$ cat config.mk
export PLATFORM = sky130hd
export DESIGN_NAME = swsb_merge
export DESIGN_NICKNAME = d
export VERILOG_FILES = /design/src/sv/swsb_pkg.sv /design/src/sv/swsb_merge.sv
export SDC_FILE = /design/constraint.sdc
export NUM_CORES = 1
export LEC_CHECK = 0
export ABC_AREA = 1
export BUFFER_PORTS_ARGS = -buffer_cell sky130_fd_sc_hd__buf_2
export CORE_AREA = 2 2 187 189
export DETAILED_ROUTE_END_ITERATION = 10
export DIE_AREA = 0 0 189 191
export PLACE_DENSITY_LB_ADDON = 0.25
export RECOVER_POWER = 50
export SLEW_MARGIN = 20
export SYNTH_ARGS = -nofsm -noshare
export SYNTH_HDL_FRONTEND = slang
export SYNTH_SLANG_ARGS = --single-unit
export TNS_END_PERCENT = 100
$ cat constraint.sdc
create_clock -name clock -period 0.8 [get_ports clock]
set_clock_uncertainty 0.15 [all_clocks]
set_input_delay 0.04 -clock clock [delete_from_list [all_inputs] [get_ports clock]]
set_output_delay 0.04 -clock clock [all_outputs]
set_load 0.02 [all_outputs]
$ cat src/sv/swsb_pkg.sv
// ----------------------------------------------------------------------------
// swsb_pkg
// Shared types and constants for the sliding window sample buffer.
// ----------------------------------------------------------------------------
package swsb_pkg;

   localparam int CHANNELS     = 6;
   localparam int WORD_W       = 32;
   localparam int IDX_W        = 7;
   localparam int TIME_W       = 48;
   localparam int STRIDE_W     = 7;
   localparam int SPAN_W       = 16;
   localparam int CSR_IDX_W    = 1;
   localparam int CSR_DATA_W   = 16;

   localparam logic [STRIDE_W-1:0] STRIDE_RESET = 7'd62;
   localparam logic [SPAN_W-1:0]   SPAN_RESET   = 16'd2500;
   localparam logic [IDX_W-1:0]    SINCE_MAX    = 7'd127;

   localparam logic [CSR_IDX_W-1:0] CSR_STRIDE = 1'b0;
   localparam logic [CSR_IDX_W-1:0] CSR_SPAN   = 1'b1;

   localparam logic MODE_PUSH = 1'b0;
   localparam logic MODE_READ = 1'b1;

   typedef logic [WORD_W-1:0] word_type;
   typedef word_type [CHANNELS-1:0] sample_type;

   // request status carried from the memory access stage to the result stage
   typedef struct packed {
      logic              read_ok;
      logic              window_ready;
      logic [TIME_W-1:0] window_start;
   } ctrl_type;

endpackage

$ cat src/sv/swsb_merge.sv
// ----------------------------------------------------------------------------
// swsb_merge
// Result stage: gathers the lane read words and request status into the
// output register.
// ----------------------------------------------------------------------------
module swsb_merge
   import swsb_pkg::*;
(
   input  logic              clock,
   input  logic              load,
   input  ctrl_type          ctrl,
   input  sample_type        lane_data,
   output sample_type        out_data,
   output logic              out_window_ready,
   output logic [TIME_W-1:0] out_window_start
);

   sample_type        data_ff, data_in;
   logic              ready_ff;
   logic [TIME_W-1:0] start_ff;

   always_comb begin
      for (int c = 0; c < CHANNELS; c++) begin
         data_in[c] = ctrl.read_ok ? lane_data[c] : '0;
      end
   end

   always_ff @(posedge clock) begin
      if (load) begin
         data_ff  <= data_in;
         ready_ff <= ctrl.window_ready;
         start_ff <= ctrl.window_start;
      end
   end

   assign out_data         = data_ff;
   assign out_window_ready = ready_ff;
   assign out_window_start = start_ff;

endmodule

### After elaboration in Yosys (flattened, before gate mapping)

Index checks and enable logic that the tools add are counted.

| word-level totals | value |
|---|---|
| register bits after elaboration | 241 |
| bits of input ports | 244 |
| output and inout bits | 241 |
| word-level logic and storage cells | 8 |

### Longest topological paths before layout

| depth | value |
|---|---|
| word-level depth | 0 |
| depth in mapped cells | 4 |
| depth with buffers taken out | 2 |

### Least setup slack after synthesis

Ideal clock, no wire load.

| path | value |
|---|---|
| path type | in2reg |
| start point | in ctrl[49] (netlist bit) |
| end point | reg data_ff, in the netlist out_data[100], data pin |
| library setup time | 249 ps |
| data arrival time | 372 ps |
| required time | 401 ps |
| slack | 29 ps |
| cell stages on the path | 4 |
| path buffers | 2 |
| path through | buf_6 > buf_6 > nand2_1 > inv_1 |

RTL lines:

| item | line | source |
|---|---|---|
| start, declared | swsb_merge.sv:11 | `input ctrl_type ctrl,` |
| end signal, assigned | swsb_merge.sv:30 | `data_ff <= data_in;` |
| end, declared | swsb_merge.sv:18 | `sample_type data_ff, data_in;` |

No word-level cell between the ends.

### Final worst setup path

| path | value |
|---|---|
| start point | reg data_ff, in the netlist out_data[34] |
| end point | out out_data[34] (netlist bit) |

RTL lines:

| item | line | source |
|---|---|---|
| end, declared | swsb_merge.sv:13 | `output sample_type out_data,` |

No word-level cell between the ends.

==> reports/qor.csv <==
metric;value;unit
Switching Power;8.16;mW
Longest Clk Path Bufs;3;
CTS buffer count;27;
clk slew on worst S/H paths;0.06;ns
Int Power;25.5;mW
sequential share of power;45.9;%
slowest stage cell, crit path;edfxtp_1;
Switching Fraction;24.2;%
H-tree Lvls;1;
Tot Pwr;33.7;mW
failing checks;hold timing, setup timing;
Crit path max-delay family;flip-flops;
via count;7307;
CP Cell Sequence;buf_6;
P&R area growth vs syn;85.9;%
Area after DPL;12100;µm²
Synth area leader;edfxtp_1;
Final Hold Fails;132;
DRC Markers;0;
register area share after synthesis;81.2;%
status;finished with violations;
final hold slack;-0.173;ns
post-route ant nets;0;
Synth warnings;0;
num ports;485;
Initial Util;26.1;%
Period minus WS final;1.31;ns
WP buf/inv;1;
Die ar.;36100;µm²
WL final;28400;µm
first-pass GRT wire length;41200;µm
share of layout cells above drive strength 1;38.8;%
core area;34100;µm²
combinational fraction of design power;17.3;%
Syn Inst Count;646;
relative slew slack;65.3;%
slew of the pin with the lowest slew margin;0.520;ns
initial DRC count;243;
leak pwr;8.20;nW
# Max-Cap Violations;0;
Max Slew Vio Count;0;
global-route usage over all layers;14.5;%
CTS root buf;clkbuf_16;
Final period util;164;%
setup_tns;-123.31;ns
initial antenna violation count;0;
Post-Layout Inst Area;16600;µm²
DPL Wire Length;19300;µm
Hold Path Class;primary input to flop;
drt pass-1 iters;6;
Yosys top cell area share;81.2;%
synthesized net count;890;
Fmax;764;MHz
Mapped Avg Cell Area;13.8;µm²
TritonCTS clock tree;built;
# hold bufs at CTS;241;
Yosys cell types;5;
Primary FF master, synth;edfxtp_1;
Placement Rows;68;
Setup CP Type;flop to primary output;
Largest stage delay, worst path;0.43;ns
most common cell in the synthesized netlist;edfxtp_1;
Setup WS post-layout;-0.508;ns
Die Width;189;µm
Remaining Overflow, GRT;0;
largest cells by area after synthesis;edfxtp_1 (81%), inv_1 (8.1%), nand2_1 (8.1%), buf_6 (2.5%), buf_2 (0.056%);
synth cell count leaders;edfxtp_1 (241), inv_1 (192), nand2_1 (192), buf_6 (20), buf_2 (1);
final net count;1659;
number of global-route vias before repair;7717;
Startpoint Class;flop;
Post-synth EDFFs;241;
Critical Path AT;1.12;ns
I/O Buffers;484;
Filler cells;2954;
RSZ-0062 raised after global routing;true;
# setup viols final;403;
share of total power in the clock network;36.8;%
wire per inst;15.0;µm
Finished Core Util;48.5;%
largest net degree at the start of global routing;51;
Synth async-reset ratio;0;%
clock sink total;241;
mapped cell area;8910;µm²
number of vias per cell;3.87;
Die Y-Extent;191;µm
Crit. End Element;primary output;
Max VDD drop;1.57;mV
RD Place Congestion;0.777;
WP data required;0.61;ns
Power per Cell Area;2030;nW/µm²
Worst Path Max Fanout;1;
Seq cells post-synth;241;
area by class of cell:
cell class	instances	area (µm²)	share of cell area, %
well taps	455	569	3.44
inverters	192	721	4.35
clock buffers	34	702	4.24
repair buffers	761	6430	38.8
multi-input cells	192	721	4.35
diodes	1	2.50	0.0151
clock inverters	14	178	1.07
flip-flops and latches	241	7240	43.7
worst min-delay path: cells and delay by family:
family        cells  cell delay [ns]
buf+inv           3             0.31
simple gates      1             0.05
cells by family (layout without fill, tap and decap cells):
logic type | Yosys count | in the layout | synth area share, %
flip-flops | 241 | 241 | 81.2
buffers and inverters | 213 | 1001 | 10.7
AND/OR/NAND/NOR | 192 | 192 | 8.09
other | 0 | 1 | 0
metrics by stage:
stage | cells | setup slack, ns | hold slack (ns)
global route | 1889 | -0.552 | -0.179
global placement | 1600 | -0.176 | 0.0674
floorplan | 646 | 0.0288 | -0.0111
detailed placement | 1600 | -0.189 | 0.0683
CTS | 1889 | -0.551 | -0.264
finish | 1890 | -0.508 | -0.173
state kept, by name, indices dropped and copies added, names as in the netlist:
| register | flops |
|---|---|
| out_data | 192 |
| out_window_start | 48 |
| out_window_ready | 1 |
repair_timing:
action / 4_1_cts / 5_1_grt
resized for setup: 218 / 170
setup buffers: 0 / 0
pin swaps: 0 / 0
hold endpoints to repair: 482 / 330
endpoints found under the setup margin: 241 / 241
power by group through the flow:
stage	clock network, mW	logic, mW	registers (mW)
final	12.4	5.83	15.5
after global routing	13.1	6.17	15.6
after CTS	12.7	5.49	15.4
after detailed placement	0	4.05	15.5
after global placement	0	4.04	15.5
after floorplan	0	0.542	16.9
layout by cell type, fill, tap and decap left out:
cell type and instances:
buf_2 289, buf_6 193, bufinv_16 4, clkbuf_16 27, diode_2 1, inv_1 192
clkinv_1 3, clkbuf_1 9, clkinvlp_4 3, buf_12 11, buf_4 19, clkinv_2 3
clkbuf_2 6, clkinv_4 1, edfxtp_1 241, nand2_1 192, dlygate4sd3_1 241
routing by layer:
layer	part of all wire [%]	vias to the layer above	GRT usage (%)
met1	36	3390	15.6
li1	-	3534	-
met4	3.0	0	4.78
met3	8.1	59	3.97
met5	0	-	0
met2	53	324	27.3
worst paths after layout:
path / start / to / slack [ns] / depth (start not counted)
max: out_data[34] / out_data[34] / -0.51 / 1
min: ctrl[49] / out_data[133] / -0.17 / 4
Note: power is estimated with default switching activity, not from simulation.
